### config.mk
export PLATFORM = sky130hd
export DESIGN_NAME = packet_to_flit_segmenter_top
export DESIGN_NICKNAME = d
export VERILOG_FILES = /design/src/sv/p2f_pkg.sv /design/src/sv/p2f_ram.sv /design/src/sv/p2f_queue.sv /design/src/sv/packet_to_flit_segmenter_top.sv
export SDC_FILE = /design/constraint.sdc
export NUM_CORES = 1
export LEC_CHECK = 0
export BUFFER_PORTS_ARGS = -buffer_cell sky130_fd_sc_hd__buf_4
export CORE_MARGIN = 1.5
export CORE_UTILIZATION = 50
export DETAILED_ROUTE_END_ITERATION = 10
export PLACE_DENSITY = 0.69
export RECOVER_POWER = 100
export SYNTH_ARGS = -nofsm -noshare
export SYNTH_HDL_FRONTEND = slang
export SYNTH_HIERARCHICAL = 1
export SYNTH_SLANG_ARGS = --single-unit
### constraint.sdc
create_clock -name i_clk -period 23.1 [get_ports i_clk]
set_input_delay 4.62 -clock i_clk [delete_from_list [all_inputs] [get_ports i_clk]]
set_output_delay 4.62 -clock i_clk [all_outputs]
set_load 0.05 [all_outputs]
### src/sv/p2f_pkg.sv
// Shared types and codes for the packet-to-flit segmenter.
package p2f_pkg;

    typedef struct packed {
        logic [2:0] dst_clu;
        logic [2:0] src_clu;
        logic [3:0] dst_hub;
        logic [3:0] src_hub;
        logic [5:0] dst_node;
        logic [5:0] src_node;
    } t_hdr;

    localparam int HDR_W  = $bits(t_hdr);
    localparam int TIME_W = 32;
    localparam int SEQ_W  = 6;
    localparam int LEN_W  = 7;

    localparam logic [1:0] KIND_HEAD = 2'd0;
    localparam logic [1:0] KIND_BODY = 2'd1;
    localparam logic [1:0] KIND_TAIL = 2'd2;

    typedef struct packed {
        logic push;
        logic pop;
    } t_q_cmd;

    typedef struct packed {
        logic empty;
        logic full;
    } t_q_stat;

endpackage

### src/sv/p2f_ram.sv
// Generic single-write, single-read RAM with registered read data.
module p2f_ram
    #(
        parameter int WIDTH = 8,
        parameter int DEPTH = 8
    )
    (
        input  logic                     i_clk,
        input  logic                     i_wr_en,
        input  logic [$clog2(DEPTH)-1:0] i_wr_addr,
        input  logic [WIDTH-1:0]         i_wr_data,
        input  logic [$clog2(DEPTH)-1:0] i_rd_addr,
        output logic [WIDTH-1:0]         o_rd_data
    );

    logic [WIDTH-1:0] r_mem [DEPTH];
    logic [WIDTH-1:0] r_rd_data;

    always_ff @(posedge i_clk) begin
        if (i_wr_en) begin
            r_mem[i_wr_addr] <= i_wr_data;
        end
        r_rd_data <= r_mem[i_rd_addr];
    end

    assign o_rd_data = r_rd_data;

endmodule

### src/sv/p2f_queue.sv
// Packet queue: RAM storage, pointers, fill count and front-entry bypass.
module p2f_queue
    import p2f_pkg::*;
    #(
        parameter int WIDTH = 8,
        parameter int DEPTH = 8
    )
    (
        input  logic             i_clk,
        input  logic             i_rst_n,
        input  t_q_cmd           i_cmd,
        input  logic [WIDTH-1:0] i_push_data,
        output logic [WIDTH-1:0] o_front,
        output t_q_stat          o_stat
    );

    localparam int AW   = $clog2(DEPTH);
    localparam int CNTW = $clog2(DEPTH + 1);

    logic [AW-1:0]    r_rd_ptr;
    logic [AW-1:0]    r_wr_ptr;
    logic [CNTW-1:0]  r_count;
    logic             r_byp;
    logic [WIDTH-1:0] r_byp_data;

    logic [AW-1:0]    n_rd_ptr;
    logic [AW-1:0]    n_wr_ptr;
    logic [CNTW-1:0]  n_count;
    logic [WIDTH-1:0] ram_q;
    logic [WIDTH-1:0] stored_front;

    assign n_rd_ptr = !i_cmd.pop ? r_rd_ptr :
                      (r_rd_ptr == AW'(DEPTH - 1)) ? '0 : r_rd_ptr + 1'b1;
    assign n_wr_ptr = !i_cmd.push ? r_wr_ptr :
                      (r_wr_ptr == AW'(DEPTH - 1)) ? '0 : r_wr_ptr + 1'b1;
    assign n_count  = r_count + CNTW'(i_cmd.push) - CNTW'(i_cmd.pop);

    p2f_ram #(
        .WIDTH (WIDTH),
        .DEPTH (DEPTH)
    ) u_ram (
        .i_clk     (i_clk),
        .i_wr_en   (i_cmd.push),
        .i_wr_addr (r_wr_ptr),
        .i_wr_data (i_push_data),
        .i_rd_addr (n_rd_ptr),
        .o_rd_data (ram_q)
    );

    always_ff @(posedge i_clk) begin
        if (!i_rst_n) begin
            r_rd_ptr <= '0;
            r_wr_ptr <= '0;
            r_count  <= '0;
            r_byp    <= 1'b0;
        end else begin
            r_rd_ptr <= n_rd_ptr;
            r_wr_ptr <= n_wr_ptr;
            r_count  <= n_count;
            r_byp    <= i_cmd.push && (r_wr_ptr == n_rd_ptr);
        end
        r_byp_data <= i_push_data;
    end

    assign stored_front = r_byp ? r_byp_data : ram_q;
    assign o_front      = (r_count == '0) ? i_push_data : stored_front;
    assign o_stat.empty = (r_count == '0);
    assign o_stat.full  = (r_count == CNTW'(DEPTH));

endmodule

### src/sv/packet_to_flit_segmenter_top.sv
// Packet-to-flit segmenter: input register, flit step logic and result register.
// Each taken beat is held in the input register, then its result is held in the result register.
// Throughput: one beat per cycle, limited only by the output stall.
// Each input beat yields exactly one result beat, flit or not.
// Synchronous active-low reset empties the queue, clears the flit counter
// and the request toggle; the request level output and queue RAM contents are not cleared.
module packet_to_flit_segmenter_top
    import p2f_pkg::*;
    #(
        parameter int QUEUE_DEPTH      = 8,
        parameter int MAX_PACKET_FLITS = 64
    )
    (
        input  logic              i_clk,
        input  logic              i_rst_n,
        input  logic              i_valid,
        output logic              o_stall,
        input  logic              i_packet_valid,
        input  logic [5:0]        i_pkt_src_node,
        input  logic [5:0]        i_pkt_dst_node,
        input  logic [3:0]        i_pkt_src_hub,
        input  logic [3:0]        i_pkt_dst_hub,
        input  logic [2:0]        i_pkt_src_cluster,
        input  logic [2:0]        i_pkt_dst_cluster,
        input  logic [TIME_W-1:0] i_pkt_time,
        input  logic [LEN_W-1:0]  i_pkt_length,
        input  logic              i_ack_level,
        output logic              o_valid,
        input  logic              i_stall,
        output logic              o_flit_valid,
        output logic [5:0]        o_flit_src_node,
        output logic [5:0]        o_flit_dst_node,
        output logic [3:0]        o_flit_src_hub,
        output logic [3:0]        o_flit_dst_hub,
        output logic [2:0]        o_flit_src_cluster,
        output logic [2:0]        o_flit_dst_cluster,
        output logic [TIME_W-1:0] o_flit_time,
        output logic [SEQ_W-1:0]  o_flit_sequence,
        output logic [1:0]        o_flit_kind,
        output logic              o_request_level,
        output logic              o_packet_dropped
    );

    localparam int LW = $clog2(MAX_PACKET_FLITS + 1);
    localparam int CW = (LW > LEN_W) ? LW : LEN_W;
    localparam int SW = (LW > SEQ_W) ? LW : SEQ_W;
    localparam int EW = TIME_W + LW + HDR_W;

    // input register
    logic              r_in_valid;
    logic              r_pkt_valid;
    t_hdr              r_pkt_hdr;
    logic [TIME_W-1:0] r_pkt_time;
    logic [LEN_W-1:0]  r_pkt_length;
    logic              r_ack;

    // step state
    logic              r_tx;
    logic [LW-1:0]     r_left;

    // result register
    logic              r_out_valid;
    logic              r_flit_valid;
    t_hdr              r_flit_hdr;
    logic [TIME_W-1:0] r_flit_time;
    logic [SEQ_W-1:0]  r_flit_seq;
    logic [1:0]        r_flit_kind;
    logic              r_req;
    logic              r_dropped;

    logic              advance;
    logic              step;
    logic [CW-1:0]     len_ext;
    logic [LW-1:0]     len_sat;
    t_q_cmd            q_cmd;
    t_q_stat           q_stat;
    logic [EW-1:0]     push_data;
    logic [EW-1:0]     front;
    t_hdr              f_hdr;
    logic [LW-1:0]     f_len;
    logic [TIME_W-1:0] f_time;
    logic              push_ok;
    logic              go;
    logic              send;
    logic [LW-1:0]     eff_left;
    logic [LW-1:0]     left_dec;
    logic [SW-1:0]     seq_w;
    logic [1:0]        kind;
    logic [LW-1:0]     n_left;
    logic              n_tx;

    assign advance = !r_out_valid || !i_stall;
    assign step    = r_in_valid && advance;
    assign o_stall = r_in_valid && !advance;

    always_ff @(posedge i_clk) begin
        if (!i_rst_n) begin
            r_in_valid <= 1'b0;
        end else if (!o_stall) begin
            r_in_valid <= i_valid;
        end
        if (!o_stall) begin
            r_pkt_valid        <= i_packet_valid;
            r_pkt_hdr.src_node <= i_pkt_src_node;
            r_pkt_hdr.dst_node <= i_pkt_dst_node;
            r_pkt_hdr.src_hub  <= i_pkt_src_hub;
            r_pkt_hdr.dst_hub  <= i_pkt_dst_hub;
            r_pkt_hdr.src_clu  <= i_pkt_src_cluster;
            r_pkt_hdr.dst_clu  <= i_pkt_dst_cluster;
            r_pkt_time         <= i_pkt_time;
            r_pkt_length       <= i_pkt_length;
            r_ack              <= i_ack_level;
        end
    end

    // clamp length to 1..MAX_PACKET_FLITS
    always_comb begin
        len_ext = CW'(r_pkt_length);
        if (len_ext == '0) begin
            len_ext = CW'(1);
        end
        if (len_ext > CW'(MAX_PACKET_FLITS)) begin
            len_ext = CW'(MAX_PACKET_FLITS);
        end
        len_sat = len_ext[LW-1:0];
    end

    assign push_data = {r_pkt_time, len_sat, r_pkt_hdr};
    assign push_ok   = r_pkt_valid && !q_stat.full;

    p2f_queue #(
        .WIDTH (EW),
        .DEPTH (QUEUE_DEPTH)
    ) u_queue (
        .i_clk       (i_clk),
        .i_rst_n     (i_rst_n),
        .i_cmd       (q_cmd),
        .i_push_data (push_data),
        .o_front     (front),
        .o_stat      (q_stat)
    );

    assign f_hdr  = t_hdr'(front[HDR_W-1:0]);
    assign f_len  = front[HDR_W +: LW];
    assign f_time = front[EW-1 -: TIME_W];

    always_comb begin
        go       = (r_ack == r_tx) && (push_ok || !q_stat.empty);
        eff_left = ((r_left == '0) || (r_left > f_len)) ? f_len : r_left;
        left_dec = eff_left - 1'b1;
        seq_w    = SW'(f_len) - SW'(eff_left);
        if (eff_left == f_len) begin
            kind = KIND_HEAD;
        end else if (eff_left == LW'(1)) begin
            kind = KIND_TAIL;
        end else begin
            kind = KIND_BODY;
        end
        send   = go && (f_time != '0);
        n_left = go ? left_dec : r_left;
        n_tx   = r_tx ^ send;
        q_cmd.push = step && push_ok;
        q_cmd.pop  = step && go && (left_dec == '0);
    end

    always_ff @(posedge i_clk) begin
        if (!i_rst_n) begin
            r_tx        <= 1'b0;
            r_left      <= '0;
            r_out_valid <= 1'b0;
        end else begin
            if (step) begin
                r_tx   <= n_tx;
                r_left <= n_left;
            end
            if (step) begin
                r_out_valid <= 1'b1;
            end else if (!i_stall) begin
                r_out_valid <= 1'b0;
            end
        end
        if (step) begin
            r_flit_valid <= send;
            r_flit_hdr   <= send ? f_hdr : '0;
            r_flit_time  <= send ? f_time : '0;
            r_flit_seq   <= send ? seq_w[SEQ_W-1:0] : '0;
            r_flit_kind  <= send ? kind : KIND_HEAD;
            r_req        <= n_tx;
            r_dropped    <= r_pkt_valid && q_stat.full;
        end
    end

    assign o_valid            = r_out_valid;
    assign o_flit_valid       = r_flit_valid;
    assign o_flit_src_node    = r_flit_hdr.src_node;
    assign o_flit_dst_node    = r_flit_hdr.dst_node;
    assign o_flit_src_hub     = r_flit_hdr.src_hub;
    assign o_flit_dst_hub     = r_flit_hdr.dst_hub;
    assign o_flit_src_cluster = r_flit_hdr.src_clu;
    assign o_flit_dst_cluster = r_flit_hdr.dst_clu;
    assign o_flit_time        = r_flit_time;
    assign o_flit_sequence    = r_flit_seq;
    assign o_flit_kind        = r_flit_kind;
    assign o_request_level    = r_req;
    assign o_packet_dropped   = r_dropped;

endmodule
==> summary.md, run 1 <==
| Metric | Value |
|---|---|
| Remaining number of nets flagged by the antenna check after routing | 0 |
| Predominant post-synthesis flop cell | sky130_fd_sc_hd__edfxtp_1 |
| Total number of clock tree sinks | 807 |
| Worst hold start | r_in_valid |
| Setup slack of the most critical reg-to-reg path | 11340 ps |
| Unrepaired setup endpoints after global routing | false |
| Height of the die | 248 microns |
| Number of cell instances on the worst register-to-register path | 24 |
| Max Fanout on Critical Path | 72 |
| Endpoints failing hold | 0 |
| Yosys Warn Count | 6 |
| Clock H-tree levels | 3 |
| Root Buffer | sky130_fd_sc_hd__clkbuf_16 |
| Area growth from synthesis to final layout | 14.0% |
| Number of vias after detailed routing | 14500 |
| Post-Synthesis Cells | 1583 |
| Filler-free cell count of the finished design | 2599 |
| Insertion delay to the later sink of the worst-skew pair | 620 ps |
| Number of buffer cells added on primary ports | 141 |
| Arrival time at the worst endpoint | 13630 ps |
| Actual transition at the worst max-transition pin | 4600 ps |
| Number of nets produced by synthesis | 1678 |
| Worst Skew | 25.5 ps |
| Overall routed net length | 58.3 mm |
| Overflow left after global routing | 0 |
| Number of global-route vias before repair | 14800 |
| Synthesized area per cell | 19.0 sq um |
| Initial detailed-routing violation count | 1146 |
| Via count normalized by instance count | 5.57 |
| GRT Overall Usage | 0.193 |
| Setup slack after placement | 12780 ps |
| TritonCTS clock tree | done |
| Post-route setup TNS | 0 ps |
| Number of enable-type register cells in the synthesized netlist | 656 |
| Num CTS Buffers | 83 |
| First-pass GRT wire length | 88.4 mm |
| Number of antenna violations at the first check in global routing | 1 |
| Power Dens Cells | 95.3 nW/um^2 |
| Number of placed cells counting well taps | 2445 |
| DRC violations left | 6 |
| Worst hold path cell count | 2 |
| Average routed wire per standard cell | 22.4 microns |
| Fmax | 74.1 MHz |
| End point of the most critical hold path | o_valid |
| IR Drop Worst-Case VDD | 0.0481 mV |
| Violations in the final reports | design-rule violations, max-capacitance violations, max-slew violations |
| LEAKAGE | 11.3 nW |
| Max Transition Viols Final | 854 |
| Synth cell types | 57 |
| Capture instance of the worst register-to-register path | u_queue/u_ram/o_rd_data[9] |
| Post-synth design cell area | 30100 sq um |
| Most common library cell in the layout ignoring fill and taps | sky130_fd_sc_hd__edfxtp_1 |
| Class of the most critical setup path | in2reg |
| Post-synthesis async set-or-reset flop share | 0 |
| Pre-Repair DR Iteration Count | 8 |
| Overall power consumption | 3.27 mW |
| Minimum setup slack in the final design | 9610 ps |
| Buffers from clock root to sink, at most | 3 |
| Count of boundary I/O pins | 142 |
| Clock transition time at the flip-flop clock pins of the worst setup and hold paths | 60 ps |
| Sequential fraction of the synthesis area | 0.755 |
| Startpoint kind of the worst setup timing path | primary input |
| Cell Rows | 89 |
| Number of buffers inserted by post-CTS setup repair | 0 |
| Worst relative slew slack | -2.07 |
| Pin count of the biggest net entering global routing | 113 |
| Most used cells in the layout excluding fill and tap cells | 656 x sky130_fd_sc_hd__edfxtp_1, 150 x sky130_fd_sc_hd__dfxtp_1, 130 x sky130_fd_sc_hd__mux4_2, 115 x sky130_fd_sc_hd__clkbuf_1, 88 x sky130_fd_sc_hd__nand2_1 |
| Quantity of hold-fixing buffers added after cts | 0 |
| Nets | 1852 |
| Effective utilization at floorplan | 0.508 |
| Die extent in x | 248 microns |
| Post-DP Area | 32000 sq um |
| Final Util | 0.579 |
| Area of the placeable core | 59200 sq um |
| Number of resized instances in the post-cts repair step | 0 |
| Post-layout minimum cycle time | 13490 ps |
| N_diodes | 0 |
| # setup viols final | 0 |
| Final design instance area without fill | 34300 sq um |
| Flop and latch count out of synthesis | 807 |
| Final Cycle Share | 0.584 |
| Origin of the critical flop-to-flop path | u_queue/r_count[2] |
| Critical path endpoint category | flop |
| Die ar. | 61700 sq um |
| Required time at the worst-slack endpoint | 23240 ps |
| Run status | complete, but fails checks |
| Number of maximum-capacitance violations | 23 |
| Final weighted congestion in routability-driven placement | 0.879 |
| Hold Path Class | reg2reg |
| Half-perimeter wire length of the detailed placement result | 30.7 mm |
| Hold_ws | 516 ps |
| Fraction of layout cells with a size suffix above 1 | 0.220 |
==> Yosys cell counts, types with 4 or more instances <==
library cell | number | area (sq um)
sky130_fd_sc_hd__mux2i_1 | 71 | 711
sky130_fd_sc_hd__a21boi_0 | 4 | 30.0
sky130_fd_sc_hd__buf_6 | 14 | 158
sky130_fd_sc_hd__edfxtp_1 | 656 | 19700
sky130_fd_sc_hd__o21ai_1 | 6 | 30.0
sky130_fd_sc_hd__clkbuf_1 | 25 | 93.8
sky130_fd_sc_hd__buf_1 | 10 | 37.5
sky130_fd_sc_hd__dfxtp_1 | 151 | 3020
sky130_fd_sc_hd__nor2_1 | 22 | 82.6
sky130_fd_sc_hd__and2_1 | 66 | 413
sky130_fd_sc_hd__o21ai_0 | 68 | 340
sky130_fd_sc_hd__mux4_2 | 130 | 2930
sky130_fd_sc_hd__inv_1 | 26 | 97.6
sky130_fd_sc_hd__nor4_1 | 10 | 62.6
sky130_fd_sc_hd__o21a_1 | 4 | 30.0
sky130_fd_sc_hd__nand3_1 | 10 | 50.1
sky130_fd_sc_hd__buf_2 | 22 | 110
sky130_fd_sc_hd__a21oi_1 | 16 | 80.1
sky130_fd_sc_hd__mux2_2 | 65 | 732
sky130_fd_sc_hd__nor3_1 | 4 | 20.0
sky130_fd_sc_hd__nand2b_1 | 5 | 31.3
sky130_fd_sc_hd__ha_1 | 22 | 275
sky130_fd_sc_hd__nand4_1 | 4 | 25.0
sky130_fd_sc_hd__xnor2_1 | 11 | 96.3
sky130_fd_sc_hd__nand2_1 | 88 | 330
sky130_fd_sc_hd__xor2_1 | 8 | 70.1
sky130_fd_sc_hd__nor2b_1 | 16 | 100
==> worst max-delay path by stage <==
stage / startpoint / to / slack (ps) / cells after the start
6_report: i_stall / u_queue/u_ram/r_mem[1][37] / 9610 / 7
5_1_grt: i_stall / u_queue/u_ram/r_mem[1][42] / 8800 / 7
4_1_cts: i_stall / o_stall / 12790 / 4
3_5_place_dp: i_stall / o_stall / 12780 / 4
3_3_place_gp: i_stall / o_stall / 12820 / 4
2_1_floorplan: i_stall / u_queue/u_ram/r_mem[0][0] / 7260 / 4
==> routing by layer <==
metal	global-route usage	part of all wire	routed length, microns
met1	0.268	0.44	25600
met2	0.314	0.49	28500
met3	0.0344	0.055	3190
met5	0	0	0
met4	0.0588	0.018	1030
==> state kept, by name (all words and copies together) (netlist names), 4 cells and up <==
name / cells
o_flit_dst_hub: 4
o_flit_dst_node: 6
o_flit_sequence: 6
o_flit_src_hub: 4
o_flit_src_node: 6
o_flit_time: 32
push_data: 26
r_left: 7
r_pkt_length: 7
r_pkt_time: 32
u_queue/r_byp_data: 65
u_queue/r_count: 4
u_queue/u_ram/o_rd_data: 65
u_queue/u_ram/r_mem: 520
==> kinds of logic (layout without fill, tap and decap cells) <==
kind of cell               after synthesis  count (layout)  share of synthesized area
AOI/OAI and AO/OA                      124             124                     0.0243
xor gates and xnor gates                19              19                    0.00553
adders and majority gates               25              25                     0.0108
buffers and inverters                   99             342                     0.0170
DFF                                    807             807                      0.755
muxes                                  266             266                      0.145
and+or+nand+nor                        243             243                     0.0419
==> worst max-delay path, cell delays in order <==
cell	delay (ps)
sky130_fd_sc_hd__clkbuf_1	100
sky130_fd_sc_hd__a21boi_0	240
sky130_fd_sc_hd__clkbuf_1	3240
sky130_fd_sc_hd__and3b_1	770
sky130_fd_sc_hd__nand2b_1	180
sky130_fd_sc_hd__nor2_1	1880
sky130_fd_sc_hd__clkbuf_1	2530
==> where the power goes <==
part / internal, mW / total, mW / switching (mW)
clock: 0.805 / 1.35 / 0.541
sequential: 1.62 / 1.65 / 0.0284
combinational: 0.0890 / 0.274 / 0.185
total: 2.51 / 3.27 / 0.755
==> layout make-up <==
class / count / area (sq um)
Clock inverter: 41 / 433
Sequential cell: 807 / 22700
Multi-Input combinational cell: 677 / 6840
Inverter: 26 / 100
Tap cell: 773 / 967
Clock buffer: 113 / 2380
Timing Repair Buffer: 162 / 846
Fill cell: 4405 / 24900
(Power assumes the default switching activity.)
==> run 2, diff against run 1 <==
Clock period 23.1 ns to 13.2 ns, I/O delays scaled along.
==> run 2 against run 1 <==
The flow still finishes with violations (design-rule violations, max-capacitance violations, max-slew violations). Total power rose by 76%. Routed wire length grew 3.0%. Register-to-register slack got worse by 8600 ps. Via count about the same. Sequential share of layout area decreased by 0.065 points. Critical endpoint is now u_queue/u_ram/o_rd_data[48]. Utilization rose by 0.057 points. Sequential power up 75%. Worst hold slack improved by 23 ps. Sequential cell count unchanged. Critical path depth increased by 19. Final cell count is the same. Global-route usage grew 0.68 points. Largest cell class unchanged.
==> summary.md, run 2 (synthesis gave the netlist of run 1 again) <==
| Metric | Value |
|---|---|
| Area growth from synthesis to final layout | 14.1% (about the same) |
| Number of global-route vias before repair | 15100 (+1.5%) |
| Die ar. | 61700 sq um (unchanged) |
| Number of resized instances in the post-cts repair step | 0 (unchanged) |
| Fraction of layout cells with a size suffix above 1 | 0.218 (-0.00219) |
| Average routed wire per standard cell | 23.1 microns (+3.0%) |
| Pin count of the biggest net entering global routing | 106 (-6.2%) |
| Number of buffer cells added on primary ports | 141 (unchanged) |
| Buffers from clock root to sink, at most | 3 (unchanged) |
| Run status | complete, but fails checks |
| Number of maximum-capacitance violations | 18 (-22%) |
| Area of the placeable core | 59200 sq um (unchanged) |
| Overall routed net length | 60.1 mm (+3.0%) |
| Violations in the final reports | design-rule violations, max-capacitance violations, max-slew violations |
| N_diodes | 0 (unchanged) |
| Total number of clock tree sinks | 807 (unchanged) |
| Remaining number of nets flagged by the antenna check after routing | 0 (unchanged) |
| Height of the die | 248 microns (unchanged) |
| GRT Overall Usage | 0.200 (+0.00678) |
| Insertion delay to the later sink of the worst-skew pair | 620 ps (about the same) |
| Most common library cell in the layout ignoring fill and taps | sky130_fd_sc_hd__edfxtp_1 |
| Post-route setup TNS | 0 ps (unchanged) |
| Startpoint kind of the worst setup timing path | flop |
| Power Dens Cells | 167 nW/um^2 (+76%) |
| Largest reg by FF count | u_queue/u_ram/r_mem |
| Fmax | 95.5 MHz |
| Pre-Repair DR Iteration Count | 7 (-1) |
| Final weighted congestion in routability-driven placement | 0.876 (-0.32%) |
| TritonCTS clock tree | done |
| Half-perimeter wire length of the detailed placement result | 32.2 mm (+4.9%) |
| Filler-free cell count of the finished design | 2599 (unchanged) |
| DRC violations left | 6 (unchanged) |
| Count of boundary I/O pins | 142 (unchanged) |
| Number of buffers inserted by post-CTS setup repair | 0 (unchanged) |
| Effective utilization at floorplan | 0.508 (unchanged) |
| Overflow left after global routing | 0 (unchanged) |
| Hold Path Class | reg2reg |
| Nets | 1853 (+0.054%) |
| Worst relative slew slack | -2.15 (-0.0818) |
| Arrival time at the worst endpoint | 10960 ps (-2670 ps) |
| Required time at the worst-slack endpoint | 13690 ps (-9550 ps) |
| Worst Skew | 26.9 ps (+1.43 ps) |
| LEAKAGE | 11.3 nW (about the same) |
| First-pass GRT wire length | 91.2 mm (+3.2%) |
| Max Transition Viols Final | 722 (-15%) |
| Number of placed cells counting well taps | 2447 (+0.082%) |
| Most used cells in the layout excluding fill and tap cells | 656 x sky130_fd_sc_hd__edfxtp_1, 150 x sky130_fd_sc_hd__dfxtp_1, 130 x sky130_fd_sc_hd__mux4_2, 122 x sky130_fd_sc_hd__clkbuf_1, 88 x sky130_fd_sc_hd__nand2_1 |
| Endpoints failing hold | 0 (unchanged) |
| Via count normalized by instance count | 5.57 (about the same) |
| Die extent in x | 248 microns (unchanged) |
| Root Buffer | sky130_fd_sc_hd__clkbuf_16 |
| Actual transition at the worst max-transition pin | 4720 ps (+123 ps) |
| Initial detailed-routing violation count | 1211 (+5.7%) |
| Post-layout minimum cycle time | 10470 ps |
| # setup viols final | 0 (unchanged) |
| Max Fanout on Critical Path | 105 (+46%) |
| Number of antenna violations at the first check in global routing | 1 (unchanged) |
| Final Cycle Share | 0.793 |
| Max reg flops | 520 (unchanged) |
| Class of the most critical setup path | reg2reg |
| Clock transition time at the flip-flop clock pins of the worst setup and hold paths | 60 ps (about the same) |
| Overall power consumption | 5.75 mW (+76%) |
| Num CTS Buffers | 82 (-1.2%) |
| Unrepaired setup endpoints after global routing | false |
| Cell Rows | 89 (unchanged) |
| Critical path endpoint category | flop |
| Quantity of hold-fixing buffers added after cts | 0 (unchanged) |
| Fillers | 4407 (+0.045%) |
| IR Drop Worst-Case VDD | 0.0998 mV (+110%) |
| Clock H-tree levels | 3 (unchanged) |
| Number of vias after detailed routing | 14500 (-0.069%) |
==> run 2: cell count changes in the layout (fill, tap and decap cells not counted), sizes merged <==
cell / before / now
clkinv: 27 / 21
clkinvlp: 3 / 1
clkbuf: 270 / 275
buf: 5 / 6
bufinv: 7 / 10
inv: 30 / 29
==> run 2: final timing paths <==
path / slack (ps) / from / endpoint / cells after the start
min reg2reg: 540 / r_in_valid / o_valid / 2
max: 2730 / u_queue/r_count[2] / u_queue/u_ram/o_rd_data[48] / 26
min: 540 / r_in_valid / o_valid / 2
max reg2reg: 2730 / u_queue/r_count[2] / u_queue/u_ram/o_rd_data[48] / 26
==> run 2: cell type report <==
type | count | area (sq um) | share of cell area
Inverter | 26 | 100 | 0.00292
Clock inverter | 35 | 434 | 0.0126
Clock buffer | 117 | 2370 | 0.0690
Tap cell | 773 | 967 | 0.0282
Timing Repair Buffer | 164 | 861 | 0.0251
Multi-Input combinational cell | 677 | 6870 | 0.200
Sequential cell | 807 | 22700 | 0.662
==> run 2: stage by stage <==
step / setup WS [ps] / utilization / instance area [sq um] / hold slack [ps]
global placement: 4530 / 0.540 / 32000 / 530
detailed placement: 4270 / 0.540 / 32000 / 546
CTS: 4190 / 0.587 / 34800 / 560
floorplan: 1320 / - / 30100 / 475
finish: 2730 / 0.579 / 34300 / 539
global route: 1720 / 0.579 / 34300 / 582
==> run 2: power breakdown <==
part           switching [mW]  internal [mW]  total, mW
logic                   0.326          0.155      0.481
clock network           0.934           1.44       2.38
registers              0.0508           2.83       2.89
total                    1.31           4.43       5.75
==> run 2: layer usage <==
layer	GRT usage	share of wire	vias to the layer above	wire length [microns]
li1	-	-	6527	-
met1	0.267	0.43	7488	25700
met2	0.338	0.50	378	30300
met3	0.0347	0.050	77	3000
met4	0.0590	0.017	0	1030
met5	0	0	-	0
==> run 2: worst max-delay path: stages (launching register included) <==
cell,delay (ps)
sky130_fd_sc_hd__dfxtp_1,300
sky130_fd_sc_hd__inv_1,100
sky130_fd_sc_hd__ha_1,160
sky130_fd_sc_hd__nor3b_1,190
sky130_fd_sc_hd__clkbuf_1,1790
sky130_fd_sc_hd__buf_4,860
sky130_fd_sc_hd__nand2_1,100
sky130_fd_sc_hd__o21ai_0,290
sky130_fd_sc_hd__inv_1,310
sky130_fd_sc_hd__ha_1,270
sky130_fd_sc_hd__a211o_1,310
sky130_fd_sc_hd__a21o_1,190
sky130_fd_sc_hd__o21ai_1,620
sky130_fd_sc_hd__nand2_1,440
sky130_fd_sc_hd__a22oi_1,390
sky130_fd_sc_hd__ha_1,330
sky130_fd_sc_hd__nand3_1,130
sky130_fd_sc_hd__xnor2_1,140
sky130_fd_sc_hd__nand3_1,80
sky130_fd_sc_hd__o21ai_0,120
sky130_fd_sc_hd__nor4_1,200
sky130_fd_sc_hd__o2111a_1,350
sky130_fd_sc_hd__nor3b_1,340
sky130_fd_sc_hd__or2_4,630
sky130_fd_sc_hd__buf_12,700
sky130_fd_sc_hd__mux4_2,600
sky130_fd_sc_hd__mux2_2,270
